===== config.mk =====
export PLATFORM = sky130hd
export DESIGN_NAME = center_weighted_median_3x3_flat
export DESIGN_NICKNAME = d
export VERILOG_FILES = /design/src/rtl/cwm_pkg.sv /design/src/rtl/cwm_win_if.sv /design/src/rtl/cwm_pix_if.sv /design/src/rtl/cwm_sort.sv /design/src/rtl/center_weighted_median_3x3.sv /design/src/flat_wrapper.sv
export SDC_FILE = /design/constraint.sdc
export NUM_CORES = 1
export LEC_CHECK = 0
export ABC_AREA = 1
export BUFFER_PORTS_ARGS = -buffer_cell sky130_fd_sc_hd__buf_2
export CAP_MARGIN = 40
export CORE_MARGIN = 5
export CORE_UTILIZATION = 53
export CTS_BUF_LIST = sky130_fd_sc_hd__clkbuf_8
export DETAILED_ROUTE_END_ITERATION = 12
export HOLD_SLACK_MARGIN = 0.06
export PLACE_DENSITY = 0.73
export SLEW_MARGIN = 20
export SYNTH_ARGS = -nofsm -noshare
export SYNTH_HDL_FRONTEND = slang
export SYNTH_SLANG_ARGS = --single-unit

===== constraint.sdc =====
create_clock -name clk_i -period 7.3 [get_ports clk_i]
set_clock_uncertainty 0.15 [all_clocks]
set_input_delay 0.365 -clock clk_i [delete_from_list [all_inputs] [get_ports clk_i]]
set_output_delay 0.365 -clock clk_i [all_outputs]
set_load 0.005 [all_outputs]

===== src/rtl/cwm_pkg.sv =====
// Shared types and constants for the centre-weighted 3x3 median filter.
// No dependencies; compiled first.
package cwm_pkg;

  localparam int unsigned PixW       = 8;
  localparam int unsigned NumNb      = 8;
  localparam int unsigned WeightW    = 4;
  localparam int unsigned IdxW       = 3;
  localparam int unsigned CntW       = 4;
  localparam int unsigned SumW       = 5;

  localparam logic [WeightW-1:0] MaxWeight   = 4'd12;
  localparam logic [WeightW-1:0] WeightReset = 4'd3;

  typedef logic [PixW-1:0]    pix_t;
  typedef logic [WeightW-1:0] weight_t;
  typedef logic [IdxW-1:0]    idx_t;
  typedef logic [CntW-1:0]    cnt_t;
  typedef logic [SumW-1:0]    sum_t;

  // Eight neighbours, raster order with the centre removed
  typedef pix_t [NumNb-1:0] nb_arr_t;

  // Counts of neighbours against the centre
  typedef struct packed {
    cnt_t below;
    cnt_t equal;
  } cmp_cnt_t;

endpackage


===== src/rtl/cwm_win_if.sv =====
// Window channel: valid/ready handshake carrying one 3x3 pixel window per word.
// Depends on cwm_pkg.
interface cwm_win_if;
  import cwm_pkg::*;

  logic valid;
  logic ready;
  pix_t top_left;
  pix_t top_middle;
  pix_t top_right;
  pix_t mid_left;
  pix_t centre_pixel;
  pix_t mid_right;
  pix_t bottom_left;
  pix_t bottom_middle;
  pix_t bottom_right;

  modport source (
    output valid, top_left, top_middle, top_right, mid_left, centre_pixel,
           mid_right, bottom_left, bottom_middle, bottom_right,
    input  ready
  );

  modport sink (
    input  valid, top_left, top_middle, top_right, mid_left, centre_pixel,
           mid_right, bottom_left, bottom_middle, bottom_right,
    output ready
  );
endinterface


===== src/rtl/cwm_pix_if.sv =====
// Pixel channel: valid/ready handshake carrying one filtered pixel per word.
// Depends on cwm_pkg.
interface cwm_pix_if;
  import cwm_pkg::*;

  logic valid;
  logic ready;
  pix_t filtered_pixel;

  modport source (
    output valid, filtered_pixel,
    input  ready
  );

  modport sink (
    input  valid, filtered_pixel,
    output ready
  );
endinterface


===== src/rtl/cwm_sort.sv =====
// Parallel rank sort of the eight neighbours plus counts against the centre.
// Purely combinational; depends on cwm_pkg.
module cwm_sort (
  input  cwm_pkg::nb_arr_t  nb_i,
  input  cwm_pkg::pix_t     centre_i,
  output cwm_pkg::nb_arr_t  sorted_o,
  output cwm_pkg::cmp_cnt_t cnt_o
);
  import cwm_pkg::*;

  idx_t pos [NumNb];

  // Sorted position of each neighbour: smaller ones, plus equal ones earlier
  // in raster order, so every position is taken exactly once
  always_comb begin
    for (int j = 0; j < NumNb; j++) begin
      pos[j] = '0;
      for (int k = 0; k < NumNb; k++) begin
        if (k != j) begin
          if ((nb_i[k] < nb_i[j]) || ((nb_i[k] == nb_i[j]) && (k < j))) begin
            pos[j] = pos[j] + idx_t'(1);
          end
        end
      end
    end
  end

  // Scatter into sorted order; positions are unique so an OR-mux suffices
  always_comb begin
    for (int r = 0; r < NumNb; r++) begin
      sorted_o[r] = '0;
      for (int j = 0; j < NumNb; j++) begin
        if (pos[j] == idx_t'(r)) begin
          sorted_o[r] = sorted_o[r] | nb_i[j];
        end
      end
    end
  end

  // Neighbours strictly below and equal to the centre
  always_comb begin
    cnt_o.below = '0;
    cnt_o.equal = '0;
    for (int j = 0; j < NumNb; j++) begin
      if (nb_i[j] < centre_i) begin
        cnt_o.below = cnt_o.below + cnt_t'(1);
      end else if (nb_i[j] == centre_i) begin
        cnt_o.equal = cnt_o.equal + cnt_t'(1);
      end
    end
  end

endmodule


===== src/rtl/center_weighted_median_3x3.sv =====
// Centre-weighted 3x3 median filter. Each window word yields one filtered pixel:
// the element at rank floor((8+w)/2) of the eight neighbours plus w copies of the
// centre, w being centre_weight (reset 3, values above 12 act as 12). One word is
// taken every clock unless a full result register is held by the receiver; a word
// passes through the input register and then the result register. Both stages
// advance together whenever the result register is empty or being drained.
// Depends on cwm_pkg, cwm_win_if, cwm_pix_if and cwm_sort.
module center_weighted_median_3x3 (
  input  logic            clk_i,
  input  logic            rst_ni,
  input  logic            centre_weight_we_i,
  input  cwm_pkg::weight_t centre_weight_i,
  cwm_win_if.sink         win_i,
  cwm_pix_if.source       pix_o
);
  import cwm_pkg::*;

  logic      adv;
  logic      in_valid_q;
  logic      out_valid_q;
  weight_t   weight_q;
  nb_arr_t   nb_q;
  pix_t      centre_q;
  pix_t      pix_q;
  pix_t      pix_d;
  nb_arr_t   sorted;
  cmp_cnt_t  cnt;
  weight_t   w_sat;
  sum_t      rank;
  sum_t      upper;
  sum_t      hi_idx;

  // Pipeline moves when the result slot is free or being taken
  assign adv         = !out_valid_q || pix_o.ready;
  assign win_i.ready = adv;

  // Control and configuration
  always_ff @(posedge clk_i or negedge rst_ni) begin
    if (!rst_ni) begin
      in_valid_q  <= 1'b0;
      out_valid_q <= 1'b0;
      weight_q    <= WeightReset;
    end else begin
      if (centre_weight_we_i) begin
        weight_q <= centre_weight_i;
      end
      if (adv) begin
        in_valid_q  <= win_i.valid;
        out_valid_q <= in_valid_q;
      end
    end
  end

  // Input register
  always_ff @(posedge clk_i) begin
    if (adv && win_i.valid) begin
      nb_q[0]  <= win_i.top_left;
      nb_q[1]  <= win_i.top_middle;
      nb_q[2]  <= win_i.top_right;
      nb_q[3]  <= win_i.mid_left;
      nb_q[4]  <= win_i.mid_right;
      nb_q[5]  <= win_i.bottom_left;
      nb_q[6]  <= win_i.bottom_middle;
      nb_q[7]  <= win_i.bottom_right;
      centre_q <= win_i.centre_pixel;
    end
  end

  cwm_sort u_sort (
    .nb_i     (nb_q),
    .centre_i (centre_q),
    .sorted_o (sorted),
    .cnt_o    (cnt)
  );

  // Rank selection: below the centre run, inside it, or above it
  always_comb begin
    w_sat  = (weight_q > MaxWeight) ? MaxWeight : weight_q;
    rank   = (sum_t'(NumNb) + sum_t'(w_sat)) >> 1;
    upper  = sum_t'(cnt.below) + sum_t'(cnt.equal) + sum_t'(w_sat);
    hi_idx = rank - sum_t'(w_sat);
    if (rank < sum_t'(cnt.below)) begin
      pix_d = sorted[rank[IdxW-1:0]];
    end else if (rank < upper) begin
      pix_d = centre_q;
    end else begin
      pix_d = sorted[hi_idx[IdxW-1:0]];
    end
  end

  // Result register
  always_ff @(posedge clk_i) begin
    if (adv && in_valid_q) begin
      pix_q <= pix_d;
    end
  end

  assign pix_o.valid          = out_valid_q;
  assign pix_o.filtered_pixel = pix_q;

endmodule


===== src/flat_wrapper.sv =====
// flat-port wrapper written by rule: the top's interface ports become plain ports
module center_weighted_median_3x3_flat import cwm_pkg::*;
  (clk_i, rst_ni, centre_weight_we_i, centre_weight_i, win_i_valid, win_i_top_left, win_i_top_middle, win_i_top_right, win_i_mid_left, win_i_centre_pixel, win_i_mid_right, win_i_bottom_left, win_i_bottom_middle, win_i_bottom_right, win_i_ready, pix_o_valid, pix_o_filtered_pixel, pix_o_ready);
  cwm_win_if win_i_i ();
  cwm_pix_if pix_o_i ();
  input  logic clk_i;
  input  logic rst_ni;
  input  logic centre_weight_we_i;
  input  cwm_pkg::weight_t centre_weight_i;
  input wire logic [$bits(win_i_i.valid)-1:0] win_i_valid;
  input wire logic [$bits(win_i_i.top_left)-1:0] win_i_top_left;
  input wire logic [$bits(win_i_i.top_middle)-1:0] win_i_top_middle;
  input wire logic [$bits(win_i_i.top_right)-1:0] win_i_top_right;
  input wire logic [$bits(win_i_i.mid_left)-1:0] win_i_mid_left;
  input wire logic [$bits(win_i_i.centre_pixel)-1:0] win_i_centre_pixel;
  input wire logic [$bits(win_i_i.mid_right)-1:0] win_i_mid_right;
  input wire logic [$bits(win_i_i.bottom_left)-1:0] win_i_bottom_left;
  input wire logic [$bits(win_i_i.bottom_middle)-1:0] win_i_bottom_middle;
  input wire logic [$bits(win_i_i.bottom_right)-1:0] win_i_bottom_right;
  output wire logic [$bits(win_i_i.ready)-1:0] win_i_ready;
  output wire logic [$bits(pix_o_i.valid)-1:0] pix_o_valid;
  output wire logic [$bits(pix_o_i.filtered_pixel)-1:0] pix_o_filtered_pixel;
  input wire logic [$bits(pix_o_i.ready)-1:0] pix_o_ready;
  assign win_i_i.valid = win_i_valid;
  assign win_i_i.top_left = win_i_top_left;
  assign win_i_i.top_middle = win_i_top_middle;
  assign win_i_i.top_right = win_i_top_right;
  assign win_i_i.mid_left = win_i_mid_left;
  assign win_i_i.centre_pixel = win_i_centre_pixel;
  assign win_i_i.mid_right = win_i_mid_right;
  assign win_i_i.bottom_left = win_i_bottom_left;
  assign win_i_i.bottom_middle = win_i_bottom_middle;
  assign win_i_i.bottom_right = win_i_bottom_right;
  assign win_i_ready = win_i_i.ready;
  assign pix_o_valid = pix_o_i.valid;
  assign pix_o_filtered_pixel = pix_o_i.filtered_pixel;
  assign pix_o_i.ready = pix_o_ready;
  center_weighted_median_3x3 u_core (.clk_i(clk_i), .rst_ni(rst_ni), .centre_weight_we_i(centre_weight_we_i), .centre_weight_i(centre_weight_i), .win_i(win_i_i), .pix_o(pix_o_i));
endmodule

==> results of run 1 <==
state kept, by name (all words and copies together), names as in the netlist:
register and cells:
u_core.pix_o.filtered_pixel 8, u_core.pix_o.valid 1, u_core.in_valid_q 1, u_core.centre_q 8, u_core.weight_q 4, u_core.nb_q 64
placed cells by master (no fill, tap or decap), types with 4 or more instances in the layout:
master	count
a21boi_4	4
o21ai_0	18
inv_2	33
nand3_2	34
nand2_1	885
a21o_1	8
buf_4	171
o21ai_1	10
nor2_2	28
ha_1	354
nand2_4	16
nand4_1	221
a211oi_1	4
and2_1	6
o211ai_1	8
nand2_2	85
o21bai_1	8
o21ai_2	6
dlygate4sd3_1	75
or2_2	19
nor2_4	28
nand3b_1	4
nand3_1	677
buf_12	5
clkbuf_8	9
o21a_1	12
nor2_1	234
xnor2_1	10
or2_1	5
xor2_1	6
fa_1	5
dfrtp_1	4
a21oi_1	104
a21oi_2	7
ha_4	6
buf_2	90
nand4_2	4
edfxtp_1	80
nor3_1	5
inv_1	261
metrics by stage:
step	area (sq um)	hold WS, ns	TNS [ns]
CTS	23900	0.0668	0
detailed placement	23000	0.0475	-0.106
finish	24200	0.0946	0
global route	24200	0.0641	-1.02
floorplan	21500	-0.0806	0
global placement	23000	0.0386	0
cell type report:
cell class,instances,area (sq um),share of cell area (%)
multi-input cells,2846,17100,70.6
repair buffers,344,2620,10.8
well taps,525,657,2.71
flip-flops and latches,86,2550,10.6
clock buffers,9,124,0.512
diodes,2,5.00,0.0207
clock inverters,7,50.0,0.207
inverters,297,1120,4.61
cells by family after synthesis:
family                     Yosys count  share of synthesized area, %
muxes                                2                         0.105
adders and majority gates          366                          21.6
AOI/OAI and AO/OA                  199                          5.55
DFF                                 86                          11.9
and+or+nand+nor                   2260                          50.7
xor gates and xnor gates            19                         0.811
buffers and inverters              461                          9.35
where the power goes:
| part | switching (mW) | internal [mW] | total, mW |
|---|---|---|---|
| registers | 0.0640 | 0.644 | 0.708 |
| logic | 5.45 | 2.45 | 7.89 |
| clock network | 0.206 | 0.124 | 0.330 |
| total | 5.72 | 3.21 | 8.93 |
metal layers:
metal | vias up | wire length (um)
met5 | - | 19
met4 | 4 | 9870
met3 | 551 | 15300
met2 | 1985 | 42200
met1 | 12140 | 37800
li1 | 12019 | -
worst max-delay path: cells and delay by family (launching register included):
kind,cells,cell delay (ns)
buffers and inverters,8,0.64
adder cells (fa/ha/maj),10,2.93
flip-flops,1,0.43
AND/OR/NAND/NOR,13,1.31
AO/OA/AOI/OAI,11,1.37
cell usage after synthesis (all sizes together), types with 3 or more instances:
master and count:
a211oi 5, a21boi 5, xnor2 11, nor2 291
xor2 8, o21bai 8, or2 27, o21ai 35
nand2 986, clkinv 3, fa 6, a21oi 111
nand3b 4, edfxtp 80, nand3 711, inv 294
nand4 227, nor3 7, dfrtp 4, clkbuf 65
o21a 12, buf 99, ha 360, o2111ai 3
a21o 8, o211ai 8, and2 6
what timing repair did:
item                                    in CTS  in global routing
buffers inserted                             0                 13
gates cloned                                 0                  1
endpoints found under the setup margin       8                  8
endpoints found under the hold margin       76                  0
hold buffers                                75                  0
pin swaps                                    0                 33
gates resized for setup                      2                 48
worst max-delay path by stage:
| stage | endpoint | slack, ns | cells after the start |
|---|---|---|---|
| detailed placement | u_core.pix_o.filtered_pixel[3]$_DFFE_PP_ | -0.03 | 41 |
| floorplan | u_core.pix_o.filtered_pixel[6]$_DFFE_PP_ | 0.15 | 43 |
| finish | u_core.pix_o.filtered_pixel[5]$_DFFE_PP_ | 0.23 | 42 |
| global route | u_core.pix_o.filtered_pixel[5]$_DFFE_PP_ | -0.14 | 41 |
| global placement | u_core.pix_o.filtered_pixel[7]$_DFFE_PP_ | 0.13 | 41 |
| CTS | u_core.pix_o.filtered_pixel[4]$_DFFE_PP_ | 0.002 | 42 |
==> results by stage, run 1 <==
Route:
- The count of unresolved DRC violations after routing is 0.
- The total number of vias is 26699.
- The routed via count divided by cell count is 6.49.
- For this block, the initial DRC count from the detailed router was 4241.
- The pre-antenna-repair detailed-routing pass consisted of 7 iterations.
- In the final routed layout, each cell accounts on average for 25.6 um.
- The total wire length after detailed routing is 105000 um.
- The number of routed nets with antenna violations is 0.

Yosys:
- Summed over its instances, the top area cell type makes up 21.0% of the synthesized netlist area.
- The number of standard cells after synthesis is 3393.
- The number of different library cells used by synthesis comes to 56.
- The average cell area after synthesis is 6.32 sq um.
- The library cell with the largest summed area after synthesis is ha_1.
- Of all flip-flops after synthesis, the portion carrying an async set or reset was 6.98%.
- The post-synthesis net count is 3840.
- The synthesized design contains 86 register bits.
- Yosys printed 0 warnings.
- Yosys mapped a number of flops with a built-in enable equal to 80.
- In the synthesized netlist the dominant register cell turns out to be edfxtp_1.
- Sequential cells were found to cover 11.9% of the synthesized design area.
- The synthesized cell area is 21500 sq um.
- By area the synthesized netlist is led by ha_1, nand3_1, nand2_1, edfxtp_1, nand4_1.

Global route:
- In the global route stage, met3 resource usage came out at 13.1%.
- In the global route stage, overall resource usage came out at 45.1%.
- The number of global-route vias before repair was 24474.
- For met2 alone, demand over resource in global routing was 65.2%.
- The met1 layer usage reported by global route is 57.0%.
- Entering global routing, the biggest net connects 41 pins.
- The initial antenna violation count is 4.
- The layer flagged by global routing as most heavily used is met2.
- The global-route wire length before repair is 151000 um.
- For this run the aggregate overflow at the end of global routing stands at 0.

Critical path:
- The number of cells on the worst reg-to-reg path is 42.
- The kind of launch point of the worst setup path is a register.
- The worst endpoint data arrival time is 7.08 ns.
- The slack of the worst reg-to-reg path is 0.23 ns.
- The highest-delay cell along the critical path is fa_2.
- The required time of the critical path is 7.30 ns.
- The maximum fanout encountered on the critical timing path is 8.
- The launch point of the critical path is u_core.centre_q[1]$_DFFE_PP_.
- The largest stage delay on the critical path is 0.56 ns.
- The worst register-to-register path ends at u_core.pix_o.filtered_pixel[5]$_DFFE_PP_.
- In this run the critical register-to-register path is launched from u_core.centre_q[1]$_DFFE_PP_.
- The critical path class is register to register.
- The element type at the critical path end is a register.
- The library cell appearing most often on the critical path is nand2_1.

Floorplanning:
- The starting density of the core is 53.7%.
- The die area is 44600 sq um.
- The die is 211 um wide.
- The floorplan row count is 73.
- The core area is 39900 sq um.
- The die boundary height is 211 um.
- The number of top-level pins is 91.

Power:
- Summed over all cells, the static leakage comes to 12.9 nW.
- The overall power is 8.93 mW.
- The worst vdd rail ir drop is 0.260 mV.
- The power density of the placed cells is 369 nW/um^2.

Timing:
- In this run the tightest slew margin relative to its limit is 45.3%.
- The number of slew-limit violations in the final report is 0.
- For the pin with the worst max-slew slack, the measured transition is 0.818 ns.
- The number of failing hold endpoints at the final stage is 0.
- The minimum clock period is 7.07 ns.
- The final worst slack is 0.229 ns.
- The final count of negative-setup-slack endpoints is 0.
- The achievable clock frequency is 0.141 GHz.
- The final critical path takes up 96.9% of the cycle.

Placement:
- The number of buffers inserted by port buffering is 90.
- In this run, placement finished with an instance count of 4009.
- Summed over all nets, the half-perimeter wirelength after detailed placement is 79700 um.
- The congestion estimate from routability-driven global placement came to 1.11.
- Before CTS, the worst setup slack after placement is -0.0306 ns.

Min path:
- For hold timing, the worst endpoint is u_core.nb_q[6]$_DFFE_PP_.
- The class of the worst hold path is primary input to register.
- The startpoint of the most critical hold path is win_i_top_left[6].
- Counting instances, the worst hold path has a depth of 1.

Cells and area:
- The core utilization of the finished layout is 60.7%.
- The net count of the finished layout is 4031.
- In the final layout, the share of cells above drive strength 1 is 16.0%.
- Counting the fill cells in the layout gives 3825.
- The area growth from synthesis to layout is 12.9%.
- After the flow finishes, the layout carries non-filler instances totaling 4116.

Clocking:
- The deepest clock path buffer count is 2.
- The total clock buffers created by CTS is 9.
- The CTS sink count is 86.
- The clock tree root buffer cell is clkbuf_8.
- The count of H-tree levels built during CTS is 3.
- Clock latency on the worst-skew pair, taken at its later pin, is 0.41 ns.
- The clock slew at the register clock pins of the worst setup and hold paths is 0.10 ns.
- The CTS tree is yes.

Run status:
- The run finished with clean final reports.

Flow run:
- The max-cap violation count is 0.
Power figures use the tool's default switching activity.
==> run 2: changes to the inputs <==
--- a/config.mk
+++ b/config.mk
@@ -6,14 +6,15 @@
 export NUM_CORES = 1
 export LEC_CHECK = 0
 export ABC_AREA = 1
-export BUFFER_PORTS_ARGS = -buffer_cell sky130_fd_sc_hd__buf_2
 export CAP_MARGIN = 40
 export CORE_MARGIN = 5
 export CORE_UTILIZATION = 53
 export CTS_BUF_LIST = sky130_fd_sc_hd__clkbuf_8
+export CTS_CLUSTER_SIZE = 25
 export DETAILED_ROUTE_END_ITERATION = 12
+export DONT_BUFFER_PORTS = 1
 export HOLD_SLACK_MARGIN = 0.06
-export PLACE_DENSITY = 0.73
+export PLACE_DENSITY = 0.71
 export SLEW_MARGIN = 20
 export SYNTH_ARGS = -nofsm -noshare
 export SYNTH_HDL_FRONTEND = slang
==> run 2 against run 1 <==
  * Non-clock buffer count shrank 98
  * Worst hold slack gained 0.012 ns
  * Critical endpoint is now u_core.pix_o.filtered_pixel[7]$_DFFE_PP_
  * Critical path depth is the same
  * Largest cell class unchanged
==> results by stage, run 2 (synthesis results as in run 1) <==
Floorplanning:
- The die area came to 44600 sq um (unchanged).
- The number of top-level pins is 91 (unchanged).
- The floorplan row count is 73 (unchanged).
- The core area is 39900 sq um (unchanged).
- The die boundary height is 211 um (unchanged).
- The horizontal die dimension was 211 um (unchanged).
- The starting density of the core came to 53.7% (unchanged).

Clocking:
- The total clock buffers created by CTS came to 9 (unchanged).
- The clock tree root buffer cell is clkbuf_8.
- The clock slew at the register clock pins of the worst setup and hold paths is 0.11 ns (about the same).
- The clock latency on the worst-skew pair is 0.41 ns (about the same).
- The count of H-tree levels built during CTS came to 3 (unchanged).
- The CTS sink count is 86 (unchanged).
- The deepest clock path buffer count is 2 (unchanged).
- TritonCTS built the clock tree.

Cells and area:
- The top cell types in the final layout, fill and taps aside, are nand2_1, nand3_1, ha_1, inv_1, nor2_1.
- The net count of the finished layout came to 3933 (-2.4%).
- The number of flip-flops under the largest register name is 64 (unchanged).
- The most common cell after layout, fill and taps aside is nand2_1.
- u_core.nb_q holds more flip-flops than any other register.
- The total non-filler cell area in the finished layout is 23800 sq um (-1.6%).
- The fraction of final layout cells sized beyond drive strength 1 is 13.3% (-2.6 points).
- Relative to the synthesized area, the layout overhead comes to 11.1%.
- The final cell count without fillers is 4025 (-2.2%).

Placement:
- The placed cell count is 3907 (-2.5%).
- The half-perimeter wire length after placement was 80000 um (+0.48%).
- The area after detailed placement was 22400 sq um (-2.4%).
- The weighted congestion reported at the end of routability-driven placement is 1.05 (-5.5%).
- The number of buffers inserted by port buffering is 0 (-100%).
- The worst setup slack before clock tree synthesis is 0.0469 ns (+0.0774 ns).

Global route:
- The maximum number of pins on one net before global-route repair is 55 (+34%).
- The overall routing resource usage is 44.7% (-0.37 points).
- The initial antenna violation count came to 13 (+9).
- The number of global-route vias before repair is 24253 (-0.90%).
- The global-route wire length before repair came to 151000 um (-0.15%).
- The remaining global-route overflow is 0 (unchanged).

Critical path:
- The required time of the critical path came to 7.33 ns (+0.03 ns).
- Among all stages on the critical path, the largest delay is contributed by fa_2.
- The critical path class is register to register.
- The worst setup path is launched from a register.
- The maximum fanout encountered on the critical timing path is 6 (-2).
- The worst endpoint data arrival time was 7.16 ns (+0.08 ns).
- The element type at the critical path end is a register.
- The largest stage delay on the critical path came to 0.55 ns (about the same).

Timing:
- The minimum clock period is 7.13 ns (+0.0609 ns).
- The worst hold slack after final layout came to 0.107 ns (+0.0120 ns).
- The period utilization is 97.7% (+0.83 points).
- The final count of negative-setup-slack endpoints is 0 (unchanged).
- The headroom to the max-slew limit is 41.3% (-4.0 points).
- The achievable clock frequency is 0.140 GHz (-0.85%).
- The number of slew-limit violations in the final report is 0 (unchanged).
- The transition time of the tightest slew-check pin is 0.878 ns (+0.0602 ns).
- The final worst slack is 0.168 ns (-0.0609 ns).
- The number of failing hold endpoints at the final stage is 0 (unchanged).

Power:
- The worst vdd rail ir drop is 0.290 mV (+12%).
- The leakage power of the design came to 12.5 nW (-2.8%).
- The power density of the placed cells is 374 nW/um^2 (+1.4%).

Route:
- The number of routed nets with antenna violations is 0 (unchanged).
- The routed via count divided by cell count is 6.61 (+1.9%).
- The count of unresolved DRC violations after routing was 0 (unchanged).
- The length of the first detailed-routing pass in iterations is 8 (+1).
- The total number of vias is 26595 (-0.39%).
- The violation count after the first detailed-routing iteration is 4379 (+3.3%).
- The average wire length per cell after detail routing came to 26.1 um (+2.0%).
- The total wire length after detailed routing is 105000 um (-0.27%).

Min path:
- The worst hold path belongs to the class primary input to async pin.

Run status:
- The run finished with clean final reports.

Flow run:
- The max-cap violation count is 0 (unchanged).
-- run 2: changes by cell type in the layout (fill, tap and decap cells not counted), sizes merged --
cell,delta
diode,+7
inv,+1
dlygate4sd3,+6
clkinv,-2
clkinvlp,-1
buf,-104
bufinv,+2
-- run 2: final timing paths --
path                                               start                                       end  slack (ns)  cells past startpoint
max                         u_core.centre_q[1]$_DFFE_PP_  u_core.pix_o.filtered_pixel[7]$_DFFE_PP_        0.17                     42
min in group clk_i         u_core.in_valid_q$_DFFE_PN0N_            u_core.pix_o.valid$_DFFE_PN0N_        0.34                      2
max in group asynchronous                         rst_ni            u_core.weight_q[1]$_DFFE_PN1P_        6.62                      1
min reg2reg                u_core.in_valid_q$_DFFE_PN0N_            u_core.pix_o.valid$_DFFE_PN0N_        0.34                      2
max reg2reg                 u_core.centre_q[1]$_DFFE_PP_  u_core.pix_o.filtered_pixel[7]$_DFFE_PP_        0.17                     42
min                                               rst_ni             u_core.in_valid_q$_DFFE_PN0N_        0.11                      1
-- run 2: per-layer routing --
metal	part of all wire, %	vias up	wire length, um	track usage (%)
li1	-	11822	-	-
met1	36	12179	37900	55.9
met2	40	2047	42300	65.2
met3	15	535	15700	15.3
met4	8.5	12	8940	29.1
met5	0.064	-	67	0
-- run 2: worst max-delay path: cells and delay by family, from the launching register on --
family,cells,cell delay [ns]
AO/OA/AOI/OAI,10,1.26
AND/OR/NAND/NOR,13,1.24
adder cells (fa/ha/maj),10,3.02
flip-flops,1,0.44
buffers and inverters,9,0.77
-- run 2: final cells by class --
class,count,area (sq um)
Antenna cell,9,22.5
Clock buffer,9,124
Clock inverter,7,113
Fill cell,3821,16100
Inverter,297,1120
Multi-Input combinational cell,2846,17100
Sequential cell,86,2550
Tap cell,525,657
Timing Repair Buffer,246,2130
-- run 2: power breakdown --
part | switching, mW | leakage [nW] | internal (mW) | total, mW
clock network | 0.217 | 0.115 | 0.200 | 0.418
logic | 5.39 | 11.6 | 2.39 | 7.78
registers | 0.0692 | 0.831 | 0.645 | 0.714
-- run 2: what timing repair did --
| item | in CTS | in global routing |
|---|---|---|
| setup endpoints to repair | 0 | 8 |
| setup buffers | 0 | 10 |
| endpoints found under the hold margin | 84 | 0 |
| resized for setup | 0 | 52 |
| hold buffers | 81 | 0 |
-- run 2: per-stage QoR --
| stage | setup TNS (ns) | utilization [%] | power (mW) |
|---|---|---|---|
| floorplan | 0 | - | 5.69 |
| global placement | 0 | 56.1 | 7.65 |
| detailed placement | 0 | 56.2 | 7.79 |
| global route | -1.07 | 59.7 | 9.43 |
| finish | 0 | 59.7 | 8.91 |
| CTS | 0 | 58.8 | 8.26 |
